`src/rtl/core/dbil_pkg.sv`:
```
// ----------------------------------------------------------------------------
// dbil_pkg: shared types and constants of the boot image loader
// Result kinds, queue entry layout and default sizes used by all modules.
// ----------------------------------------------------------------------------
package dbil_pkg;

  localparam int unsigned ADDR_W      = 24;
  localparam int unsigned DATA_W      = 32;
  localparam int unsigned QUEUE_DEPTH = 4;

  // Input operation codes
  localparam logic OP_START = 1'b0;
  localparam logic OP_DATA  = 1'b1;

  // Result kinds
  typedef enum logic [1:0] {
    KIND_READ  = 2'd0,
    KIND_WRITE = 2'd1,
    KIND_DONE  = 2'd2
  } kind_e;

  // One parser step: an optional memory write followed by a final result
  typedef struct packed {
    logic              has_wr;
    logic [ADDR_W-1:0] wr_addr;
    logic [DATA_W-1:0] wr_data;
    kind_e             fin_kind;
    logic [ADDR_W-1:0] fin_addr;
    logic [DATA_W-1:0] fin_start;
  } q_entry_t;

  // Queue status seen by the back end and the core's input stall
  typedef struct packed {
    logic full;
    logic empty;
  } q_status_t;

endpackage

```
`src/rtl/core/dbil_front.sv`:
```
// ----------------------------------------------------------------------------
// dbil_front: boot image parser
// Accepts start and ROM data transactions, steps the parser state and
// pushes one queue entry per transaction that produces results.
// ----------------------------------------------------------------------------
module dbil_front import dbil_pkg::*; (
  input  logic              clk_i,
  input  logic              rst_ni,
  input  logic              cfg_we_i,
  input  logic [ADDR_W-1:0] cfg_wdata_i,
  input  logic              accept_i,
  input  logic              operation_i,
  input  logic [DATA_W-1:0] rom_data_i,
  output logic              push_o,
  output q_entry_t          entry_o
);

  typedef enum logic [2:0] {
    PH_IDLE, PH_WIDTH, PH_CONTROL, PH_LENGTH, PH_OFFSET, PH_DATA, PH_DONE
  } phase_e;

  localparam logic [DATA_W-1:0] WIDTH_8  = DATA_W'(8);
  localparam logic [DATA_W-1:0] WIDTH_16 = DATA_W'(16);
  localparam logic [DATA_W-1:0] WIDTH_32 = DATA_W'(32);

  phase_e            phase_q, phase_d;
  logic [ADDR_W-1:0] rom_base_q;
  logic [ADDR_W-1:0] rp_q, rp_d;
  logic [1:0]        sel_q, sel_d;
  logic [1:0]        pi_q, pi_d;
  logic [DATA_W-1:0] asm_q, asm_d;
  logic [DATA_W-1:0] rem_q, rem_d;
  logic [ADDR_W-1:0] dest_q, dest_d;
  logic [DATA_W-1:0] entry_q, entry_d;
  logic              first_q, first_d;

  logic [2:0]        adv;
  logic [1:0]        pi_next;
  logic [4:0]        shift;
  logic [DATA_W-1:0] asm_new;

  // Pieces per 32-bit word and piece shift for the current ROM width
  always_comb begin
    case (sel_q)
      2'd0:    adv = 3'd4;
      2'd1:    adv = 3'd2;
      default: adv = 3'd1;
    endcase
    case (sel_q)
      2'd0:    shift = {pi_q, 3'b000};
      2'd1:    shift = {pi_q[0], 4'b0000};
      default: shift = 5'd0;
    endcase
    pi_next = pi_q + 2'd1;
    asm_new = (pi_q == 2'd0) ? rom_data_i : (asm_q | (rom_data_i << shift));
  end

  // Parser step
  always_comb begin
    phase_d = phase_q;
    rp_d    = rp_q;
    sel_d   = sel_q;
    pi_d    = pi_q;
    asm_d   = asm_q;
    rem_d   = rem_q;
    dest_d  = dest_q;
    entry_d = entry_q;
    first_d = first_q;
    push_o  = 1'b0;
    entry_o = '{has_wr: 1'b0, wr_addr: '0, wr_data: '0,
                fin_kind: KIND_READ, fin_addr: '0, fin_start: '0};

    if (accept_i) begin
      if (operation_i == OP_START) begin
        phase_d = PH_WIDTH;
        rp_d    = rom_base_q;
        sel_d   = 2'd0;
        pi_d    = 2'd0;
        asm_d   = '0;
        rem_d   = '0;
        dest_d  = '0;
        entry_d = '0;
        first_d = 1'b1;
        push_o  = 1'b1;
        entry_o.fin_addr = rom_base_q;
      end else begin
        case (phase_q)
          PH_WIDTH: begin
            push_o = 1'b1;
            if (rom_data_i == WIDTH_8 || rom_data_i == WIDTH_16 ||
                rom_data_i == WIDTH_32) begin
              if (rom_data_i == WIDTH_8) begin
                sel_d = 2'd0;
                rp_d  = rp_q + ADDR_W'(4);
              end else if (rom_data_i == WIDTH_16) begin
                sel_d = 2'd1;
                rp_d  = rp_q + ADDR_W'(2);
              end else begin
                sel_d = 2'd2;
                rp_d  = rp_q + ADDR_W'(1);
              end
              pi_d    = 2'd0;
              phase_d = PH_CONTROL;
              entry_o.fin_addr = rp_d;
            end else begin
              phase_d = PH_DONE;
              entry_o.fin_kind = KIND_DONE;
            end
          end
          PH_CONTROL, PH_LENGTH, PH_OFFSET, PH_DATA: begin
            push_o = 1'b1;
            asm_d  = asm_new;
            rp_d   = rp_q + ADDR_W'(1);
            entry_o.fin_addr = rp_d;
            if ({1'b0, pi_next} < adv && pi_next != 2'd0) begin
              pi_d = pi_next;
            end else begin
              pi_d = 2'd0;
              case (phase_q)
                PH_CONTROL: phase_d = PH_LENGTH;
                PH_LENGTH: begin
                  if (asm_new == '0) begin
                    phase_d = PH_DONE;
                    entry_o.fin_kind  = KIND_DONE;
                    entry_o.fin_addr  = '0;
                    entry_o.fin_start = entry_q;
                  end else begin
                    rem_d   = asm_new;
                    phase_d = PH_OFFSET;
                  end
                end
                PH_OFFSET: begin
                  dest_d = asm_new[ADDR_W-1:0];
                  if (first_q) begin
                    entry_d = asm_new;
                    first_d = 1'b0;
                  end
                  phase_d = PH_DATA;
                end
                default: begin
                  // data word: memory write, then the next read
                  entry_o.has_wr  = 1'b1;
                  entry_o.wr_addr = dest_q;
                  entry_o.wr_data = asm_new;
                  dest_d = dest_q + ADDR_W'(1);
                  rem_d  = rem_q - DATA_W'(1);
                  if (rem_d == '0) phase_d = PH_LENGTH;
                end
              endcase
            end
          end
          default: ;
        endcase
      end
    end
  end

  // Parser state and configuration register
  always_ff @(posedge clk_i or negedge rst_ni) begin
    if (!rst_ni) begin
      phase_q    <= PH_IDLE;
      rom_base_q <= '0;
      rp_q       <= '0;
      sel_q      <= 2'd0;
      pi_q       <= 2'd0;
      asm_q      <= '0;
      rem_q      <= '0;
      dest_q     <= '0;
      entry_q    <= '0;
      first_q    <= 1'b1;
    end else begin
      if (cfg_we_i) rom_base_q <= cfg_wdata_i;
      phase_q <= phase_d;
      rp_q    <= rp_d;
      sel_q   <= sel_d;
      pi_q    <= pi_d;
      asm_q   <= asm_d;
      rem_q   <= rem_d;
      dest_q  <= dest_d;
      entry_q <= entry_d;
      first_q <= first_d;
    end
  end

endmodule

```
`src/rtl/core/dbil_queue.sv`:
```
// ----------------------------------------------------------------------------
// dbil_queue: step queue between parser and result serializer
// Small FIFO of parser steps; lets either side stall on its own.
// ----------------------------------------------------------------------------
module dbil_queue import dbil_pkg::*; #(
  parameter int unsigned Depth = QUEUE_DEPTH
) (
  input  logic      clk_i,
  input  logic      rst_ni,
  input  logic      push_i,
  input  q_entry_t  entry_i,
  input  logic      pop_i,
  output q_entry_t  head_o,
  output q_status_t status_o
);

  localparam int unsigned PtrW = (Depth > 1) ? $clog2(Depth) : 1;
  localparam int unsigned CntW = $clog2(Depth + 1);
  localparam logic [PtrW-1:0] LastPtr = PtrW'(Depth - 1);
  localparam logic [CntW-1:0] FullCnt = CntW'(Depth);

  q_entry_t          mem_q [Depth];
  logic [PtrW-1:0]   wr_ptr_q, rd_ptr_q;
  logic [CntW-1:0]   cnt_q;

  assign status_o.full  = (cnt_q == FullCnt);
  assign status_o.empty = (cnt_q == '0);
  assign head_o         = mem_q[rd_ptr_q];

  // Entry storage
  always_ff @(posedge clk_i) begin
    if (push_i) mem_q[wr_ptr_q] <= entry_i;
  end

  // Pointers and fill count
  always_ff @(posedge clk_i or negedge rst_ni) begin
    if (!rst_ni) begin
      wr_ptr_q <= '0;
      rd_ptr_q <= '0;
      cnt_q    <= '0;
    end else begin
      if (push_i) wr_ptr_q <= (wr_ptr_q == LastPtr) ? '0 : wr_ptr_q + PtrW'(1);
      if (pop_i)  rd_ptr_q <= (rd_ptr_q == LastPtr) ? '0 : rd_ptr_q + PtrW'(1);
      if (push_i && !pop_i)      cnt_q <= cnt_q + CntW'(1);
      else if (!push_i && pop_i) cnt_q <= cnt_q - CntW'(1);
    end
  end

`ifndef ASSERT_OFF
  a_cnt_bound: assert property (@(posedge clk_i) disable iff (!rst_ni)
    cnt_q <= FullCnt) else $error("queue count above depth");
  a_no_overflow: assert property (@(posedge clk_i) disable iff (!rst_ni)
    push_i |-> (!status_o.full || pop_i)) else $error("push into full queue");
  a_no_underflow: assert property (@(posedge clk_i) disable iff (!rst_ni)
    pop_i |-> !status_o.empty) else $error("pop from empty queue");
`endif

endmodule

```
`src/rtl/core/dbil_back.sv`:
```
// ----------------------------------------------------------------------------
// dbil_back: result serializer
// Pops parser steps and presents their results one per transaction in an
// output register: the memory write first, then the final result.
// ----------------------------------------------------------------------------
module dbil_back import dbil_pkg::*; (
  input  logic              clk_i,
  input  logic              rst_ni,
  input  q_entry_t          head_i,
  input  q_status_t         status_i,
  output logic              pop_o,
  output logic              out_valid_o,
  input  logic              out_stall_i,
  output logic [1:0]        kind_o,
  output logic [ADDR_W-1:0] address_o,
  output logic [DATA_W-1:0] write_data_o,
  output logic [DATA_W-1:0] start_address_o,
  output logic              last_o
);

  logic              valid_q;
  logic              pend_q;
  kind_e             kind_q;
  logic [ADDR_W-1:0] addr_q;
  logic [DATA_W-1:0] wdata_q;
  logic [DATA_W-1:0] start_q;
  logic              last_q;
  kind_e             pkind_q;
  logic [ADDR_W-1:0] paddr_q;
  logic [DATA_W-1:0] pstart_q;
  logic              load;

  // Output register free or being taken
  assign load  = !valid_q || !out_stall_i;
  assign pop_o = load && !pend_q && !status_i.empty;

  // Control: output valid and pending final result
  always_ff @(posedge clk_i or negedge rst_ni) begin
    if (!rst_ni) begin
      valid_q <= 1'b0;
      pend_q  <= 1'b0;
    end else if (load) begin
      if (pend_q) begin
        valid_q <= 1'b1;
        pend_q  <= 1'b0;
      end else if (!status_i.empty) begin
        valid_q <= 1'b1;
        pend_q  <= head_i.has_wr;
      end else begin
        valid_q <= 1'b0;
      end
    end
  end

  // Payload of the output register and the held final result
  always_ff @(posedge clk_i) begin
    if (load) begin
      if (pend_q) begin
        kind_q  <= pkind_q;
        addr_q  <= paddr_q;
        wdata_q <= '0;
        start_q <= pstart_q;
        last_q  <= 1'b1;
      end else if (head_i.has_wr) begin
        kind_q   <= KIND_WRITE;
        addr_q   <= head_i.wr_addr;
        wdata_q  <= head_i.wr_data;
        start_q  <= '0;
        last_q   <= 1'b0;
        pkind_q  <= head_i.fin_kind;
        paddr_q  <= head_i.fin_addr;
        pstart_q <= head_i.fin_start;
      end else begin
        kind_q  <= head_i.fin_kind;
        addr_q  <= head_i.fin_addr;
        wdata_q <= '0;
        start_q <= head_i.fin_start;
        last_q  <= 1'b1;
      end
    end
  end

  assign out_valid_o     = valid_q;
  assign kind_o          = kind_q;
  assign address_o       = addr_q;
  assign write_data_o    = wdata_q;
  assign start_address_o = start_q;
  assign last_o          = last_q;

`ifndef ASSERT_OFF
  a_pend_valid: assert property (@(posedge clk_i) disable iff (!rst_ni)
    pend_q |-> valid_q) else $error("pending result without output");
  a_write_not_last: assert property (@(posedge clk_i) disable iff (!rst_ni)
    (valid_q && kind_q == KIND_WRITE) |-> (!last_q && pend_q))
    else $error("memory write not followed by final result");
`endif

endmodule

```
`src/rtl/core/dsp_boot_image_loader_core.sv`:
```
// ----------------------------------------------------------------------------
// dsp_boot_image_loader_core: boot image loader, bus master side
// Parses a boot image read from ROM and issues memory writes for it.
// ----------------------------------------------------------------------------
// Usage:
//   Input channel (in_valid_i / in_stall_o): operation_i = 0 starts a boot,
//   operation_i = 1 returns the ROM word in rom_data_i for the last read.
//   Output channel (out_valid_o / out_stall_i): one result per transaction,
//   kind_o = read request, memory write or boot done. last_o marks the
//   final result of an input transaction.
//   cfg_we_i / cfg_wdata_i write the ROM base address while idle.
// Timing:
//   An input transaction is parsed and queued at its accept edge; its first
//   result enters the output register once that register is free or being
//   taken. One input is taken per cycle while the queue has room; a data
//   word in mid-section yields two results, so the output port lags a run
//   of such inputs. The step queue (QueueDepth entries) absorbs this.
// Reset and stall:
//   Reset empties the queue and the output register and sets the parser
//   idle with base address 0. A stalled output holds its result; once the
//   queue fills, in_stall_o rises until an entry drains.
// ----------------------------------------------------------------------------
module dsp_boot_image_loader_core import dbil_pkg::*; #(
  parameter int unsigned QueueDepth = QUEUE_DEPTH
) (
  input  logic              clk_i,
  input  logic              rst_ni,
  input  logic              cfg_we_i,
  input  logic [ADDR_W-1:0] cfg_wdata_i,
  input  logic              in_valid_i,
  output logic              in_stall_o,
  input  logic              operation_i,
  input  logic [DATA_W-1:0] rom_data_i,
  output logic              out_valid_o,
  input  logic              out_stall_i,
  output logic [1:0]        kind_o,
  output logic [ADDR_W-1:0] address_o,
  output logic [DATA_W-1:0] write_data_o,
  output logic [DATA_W-1:0] start_address_o,
  output logic              last_o
);

  q_status_t status;
  q_entry_t  push_entry;
  q_entry_t  head;
  logic      push;
  logic      pop;
  logic      accept;

  // Input transaction taken while the queue has room
  assign in_stall_o = status.full;
  assign accept     = in_valid_i && !status.full;

  dbil_front u_front (
    .clk_i       (clk_i),
    .rst_ni      (rst_ni),
    .cfg_we_i    (cfg_we_i),
    .cfg_wdata_i (cfg_wdata_i),
    .accept_i    (accept),
    .operation_i (operation_i),
    .rom_data_i  (rom_data_i),
    .push_o      (push),
    .entry_o     (push_entry)
  );

  dbil_queue #(
    .Depth (QueueDepth)
  ) u_queue (
    .clk_i    (clk_i),
    .rst_ni   (rst_ni),
    .push_i   (push),
    .entry_i  (push_entry),
    .pop_i    (pop),
    .head_o   (head),
    .status_o (status)
  );

  dbil_back u_back (
    .clk_i           (clk_i),
    .rst_ni          (rst_ni),
    .head_i          (head),
    .status_i        (status),
    .pop_o           (pop),
    .out_valid_o     (out_valid_o),
    .out_stall_i     (out_stall_i),
    .kind_o          (kind_o),
    .address_o       (address_o),
    .write_data_o    (write_data_o),
    .start_address_o (start_address_o),
    .last_o          (last_o)
  );

endmodule

```
`config.mk`:
```
export PLATFORM = sky130hd
export DESIGN_NAME = dsp_boot_image_loader_core
export DESIGN_NICKNAME = d
export VERILOG_FILES = /design/src/rtl/core/dbil_pkg.sv /design/src/rtl/core/dbil_front.sv /design/src/rtl/core/dbil_queue.sv /design/src/rtl/core/dbil_back.sv /design/src/rtl/core/dsp_boot_image_loader_core.sv
export SDC_FILE = /design/constraint.sdc
export NUM_CORES = 1
export LEC_CHECK = 0
export BUFFER_PORTS_ARGS = -buffer_cell sky130_fd_sc_hd__buf_2
export CAP_MARGIN = 20
export CORE_ASPECT_RATIO = 0.7
export CORE_MARGIN = 10
export CORE_UTILIZATION = 38
export CTS_BUF_LIST = sky130_fd_sc_hd__clkbuf_4 sky130_fd_sc_hd__clkbuf_8
export CTS_CLUSTER_SIZE = 24
export DETAILED_ROUTE_END_ITERATION = 10
export PLACE_DENSITY = 0.65
export SLEW_MARGIN = 20
export SYNTH_ARGS = -nofsm -noshare
export SYNTH_HDL_FRONTEND = slang
export SYNTH_SLANG_ARGS = --single-unit
```
`constraint.sdc`:
```
create_clock -name clk_i -period 6.6 [get_ports clk_i]
set_input_delay 1.32 -clock clk_i [delete_from_list [all_inputs] [get_ports clk_i]]
set_output_delay 1.32 -clock clk_i [all_outputs]
set_load 0.02 [all_outputs]
```
# After elaboration in Yosys (flattened, before gate mapping)
# Memory sizes are Yosys's and may differ from the RTL's.
# Index checks and enable logic that the tools add are counted.
[totals]
regBits = 334
ramBits = 460
elab_cells = 179
n_memories = 1
[op_classes]
addsub = 10
magnitude_cmp = 1
eq_ne = 25
n_shift = 1
n_mux = 77
bitwise_logic = 3
reduce_logical = 38
[memory_table]
columns = ["memory", "words", "word_bits", "read_ports", "rd_ports_with_merged_regs", "wr", "line_no", "source"]
rows = [
  ["u_queue.mem_q", 4, 115, 1, 0, 1, "dbil_queue.sv:22", "q_entry_t mem_q [Depth];"],
]
[ops]
columns = ["cell", "count"]
rows = [
  ["$mux W32", 16],
  ["$mux W24", 11],
  ["$mux W115", 2],
  ["$mux W58", 2],
  ["$mux W57", 2],
  ["$pmux W24 S2", 2],
  ["$logic_not A32 Y1", 2],
  ["$pmux W32 S2", 1],
  ["$mux W59", 1],
  ["$pmux W26 S2", 1],
  ["$add A24 B1 Y24 const B", 2],
  ["$eq A32 B4 Y1 const B", 1],
  ["$eq A32 B5 Y1 const B", 1],
  ["$eq A32 B6 Y1 const B", 1],
  ["$or A32 B32 Y32", 1],
  ["$shl A32 B5 Y32", 1],
  ["$sub A32 B1 Y32 const B", 1],
  ["$mux W2", 14],
  ["$add A24 B2 Y24 const B", 1],
  ["$add A24 B3 Y24 const B", 1],
  ["$mux W3", 6],
  ["$mux W1", 14],
  ["$pmux W3 S2", 2],
  ["$reduce_and A4 Y1", 3],
  ["32 further kinds", 66],
]

# Depth between registers and ports, before layout
[logic_depth]
ltp_word = 12
ltp_mapped = 20

# By module
# From an unflattened synthesis, not the netlist that was laid out.
[unflattened]
hier_cells = 2608
hier_area_um2 = 35430.2
[by_module_without_submodules]
columns = ["mod", "n_inst", "cells_each", "area_each_um2", "seq_area_each_um2"]
rows = [
  ["dbil_queue", 1, 638, 16971.3, 13988.4],
  ["dbil_front", 1, 1651, 12774.8, 4405.5],
  ["dbil_back", 1, 318, 5670.4, 4524.3],
  ["dsp_boot_image_loader_core", 1, 1, 13.8, 0.0],
]

# Worst setup path after synthesis
# OpenSTA, ideal clock, no wires.
[synth_path]
path_type = "input to register"
startpoint = "input port in_valid_i"
endpoint = "memory u_queue.mem_q[0][0] (netlist bit), enable pin"
setup_time_ps = 486
t_arrival_ps = 4532
required_time_ps = 6114
slack_ps = 1582
stages = 4
path_buffers = 1
cell_sequence = "nor2b_1 > o21a_1 > clkbuf_1 > and2_1"
[synth_between]
elab_chain_cells = 4
[synth_rtl]
columns = ["item", "line_no", "source"]
rows = [
  ["start, declared", "dsp_boot_image_loader_core.sv:30", "input logic in_valid_i,"],
  ["$logic_and A1 B1 Y1", "dsp_boot_image_loader_core.sv:52", "assign accept = in_valid_i && !status.full;"],
  ["$mux W1", "dbil_front.sv:73", "if (accept_i) begin"],
  ["via push", "dsp_boot_image_loader_core.sv:46", "logic push;"],
  ["$mux W1", "dbil_queue.sv:32", "if (push_i) mem_q[wr_ptr_q] <= entry_i;"],
  ["$mux W1 (not written as such)", "dbil_queue.sv:32", ""],
  ["end, declared", "dbil_queue.sv:22", ""],
]
# The timed path passes the listed nets, and every way through them passes these cells.

==> impl_metrics.json <==
{
  "status": "finished, final reports clean",
  "track_usage_pct": 18.79,
  "coreArea_mm2": 0.09193,
  "synth-edff-count": 604,
  "crit_chain": "inv_1, ha_1, buf_4, nor2_4, o21ai_2, buf_4, a222oi_1, and4_1, nand4_1, nor4_4, nor2_1, a221oi_1, nor2_1",
  "avgSynthCellArea_um2": 13.16,
  "critPathTopFamily": "simple AND/OR/NAND/NOR gates",
  "timing.rr.start": "u_front.pi_q[0]",
  "drtIter0Drc": 2920,
  "cts_buffer_depth": 3,
  "rsz0062_at_grt": "false",
  "worst_pin_slew_ns": 1.168,
  "hold_start": "u_front.entry_q[31]",
  "syn_inst": 2677,
  "finalCriticalPeriod_ns": 5.343,
  "cts_setup_buffers": 0,
  "hold_depth": 2,
  "vdd_drop_max_v": 0.0002252,
  "post-route-drc-count": 0,
  "skew_ns": 0.04917,
  "power.leakage_nw": 14.49,
  "critPathRequiredTime_ns": 7.05,
  "yosysWarnings": 0,
  "path_buf_inv": 3,
  "crit_slowest_cell": "dfrtp_1",
  "reg2regPathDepth": 13,
  "antenna_found_initial": 16,
  "hold_path.class": "register to register",
  "routedWlPerCell_um": 24.19,
  "syn_to_final_growth_pct": 13.38,
  "crit_path_end_kind": "register",
  "maxCapViolations": 0,
  "synth_ff_type": "edfxtp_1",
  "insertion_delay_ns": 0.78,
  "cp_max_fo": 28,
  "port_buffers": 154,
  "die_h_um": 274.7,
  "finalSetupViolations": 0,
  "cp_data_arrival_time_ns": 5.79,
  "viasPerCell": 5.599,
  "cts_max_level": 3,
  "cts_resized": 0,
  "cts-root-buf": "clkbuf_8",
  "synth-async-reset-ratio_pct": 23.45,
  "power_mw": 18.94,
  "gp_congestion": 1.001,
  "ant_nets": 0,
  "yosysSeqAreaShare_pct": 64.65,
  "dieArea_mm2": 0.1055,
  "grt_max_degree": 96,
  "syn_nets": 2755,
  "grt_overflow": 0,
  "startpoint_type": "register",
  "cts_hold_buf": 0,
  "start_util_pct": 38.31,
  "setup_tns_ns": 0,
  "fin_util_pct": 43.44,
  "vias": 23314,
  "cts_buffers": 121,
  "dieWidth_um": 383.9,
  "wl_um": 100700,
  "rows": 93,
  "io_pins": 155,
  "cts.sinks": 789,
  "syn-cell-area_mm2": 0.03522,
  "grt_pass1_wl_um": 150300,
  "hpwlAfterDp_um": 70130,
  "critPathLaunch": "u_front.pi_q[0]",
  "final_layout_size_suffix_gt1_share_pct": 20.64,
  "power_density_mw_per_mm2": 474.3,
  "synth-seq-cells": 789,
  "clock.fmax_ghz": 0.1872,
  "nNetsFinal": 2900,
  "slowest_delay_ns": 0.93,
  "hold_violations": 0,
  "first_global_vias": 22233,
  "finalCritPeriodShare_pct": 80.95,
  "clk_pin_slew_worst_paths_ns": 0.06,
  "relSlewSlack_pct": 21.59,
  "cp.depth": 13,
  "drv_slew": 0,
  "first_pass_iters": 7,
  "yosysUniqueCellTypes": 86,
  "critPathKind": "register to register",
  "tritoncts": "done"
}
-- report_power, final --
part           internal (mW)  switching [mW]
sequential              7.06           0.992
combinational           2.30            4.23
clock                   2.41            1.95
total                   11.8            7.17
-- path summary, 6_finish.rpt --
check	to	slack [ns]
max reg2reg	u_queue.mem_q[2][45]	1.26
min in group asynchronous	u_front.rp_q[18]	0.64
max	u_queue.mem_q[2][45]	1.26
max in group asynchronous	u_back.pend_q	4.80
min	u_front.entry_q[31]	0.47
min reg2reg	u_front.entry_q[31]	0.47
-- tightest hold or removal path, delay by kind of cell (launching register included) --
family	cells	cell delay [ns]
AO/OA/AOI/OAI	1	0.06
AND/OR/NAND/NOR	1	0.05
flip-flops	1	0.33
-- registers in the layout, summed over array words and instances (netlist names), 32 cells and up --
name                    count
u_queue.mem_q             456
u_front.asm_q              32
u_front.entry_q            32
u_back.start_address_o     32
u_back.write_data_o        32
u_back.pstart_q            32
u_front.rem_q              32
-- logic make-up after synthesis --
logic type               synth area share, %
XOR/XNOR                               1.094
flip-flops                             64.65
AND/OR/NAND/NOR                        11.35
AO/OA/AOI/OAI                          10.33
adder cells (fa/ha/maj)               0.5897
multiplexers                           9.532
buffers and inverters                  2.455
-- stage by stage --
step           hold WS [ns]  cells  cell area (um^2)  setup WS (ns)
6_report             0.4714   4164             39930          1.257
5_1_grt              0.5054   4161             39920         0.9311
4_1_cts              0.4774   4161             39920          1.411
3_5_place_dp         0.4624   3934             37280          1.428
3_3_place_gp         0.4545   3934             37280          1.540
2_1_floorplan        0.4418   2677             35220          1.582
-- cell usage in the layout (no fill, tap or decap), drive strengths merged, types with 9 or more instances in the layout --
master / n
o21ai: 230
and2: 119
a21boi: 11
nor3: 42
mux2i: 35
inv: 35
or3: 11
o21a: 15
xor2: 26
o31ai: 25
o211ai: 12
clkbuf: 191
clkinv: 27
xnor2: 18
a21o: 13
buf: 201
and3: 25
nand4: 13
o22ai: 26
nor2: 161
nand3: 45
mux4: 113
dfrtp: 184
edfxtp: 604
a31oi: 32
nor4: 24
mux2: 41
nand2: 323
a21oi: 123
o221ai: 9
nand2b: 18
nor2b: 15
a22oi: 16
ha: 15
-- Yosys cell counts, drive strengths merged (16+ instances only) --
library cell | count | share of area (%)
edfxtp | 604 | 51
nand2 | 323 | 3.4
o21ai | 230 | 3.3
dfrtp | 184 | 13
nor2 | 161 | 1.7
clkbuf | 133 | 1.4
a21oi | 123 | 1.7
and2 | 119 | 2.1
mux4 | 113 | 7.2
buf | 47 | 0.68
nand3 | 45 | 0.64
nor3 | 42 | 0.60
mux2 | 41 | 1.3
mux2i | 35 | 0.99
inv | 33 | 0.35
a31oi | 32 | 0.57
o22ai | 26 | 0.46
xor2 | 26 | 0.65
and3 | 25 | 0.46
o31ai | 25 | 0.53
nor4 | 24 | 0.47
nand2b | 18 | 0.32
xnor2 | 18 | 0.45
a22oi | 16 | 0.34
-- area by class of cell --
type / instances / area (um^2)
repair buffers: 202 / 1192
clock inverters: 37 / 345.3
diodes: 3 / 7.507
inverters: 33 / 123.9
well taps: 1235 / 1545
flip-flops and latches: 789 / 22780
clock buffers: 190 / 2296
fillers: 8453 / 52000
multi-input cells: 1675 / 11640
-- routing by layer --
metal / routed length, um / track usage [%] / up-vias
li1: - / - / 10439
met1: 46190 / 28.38 / 11488
met2: 39150 / 24.14 / 1216
met3: 12980 / 7.840 / 165
met4: 2378 / 4.916 / 6
met5: 41 / 1.038 / -
Power figures use the tool's default switching activity.
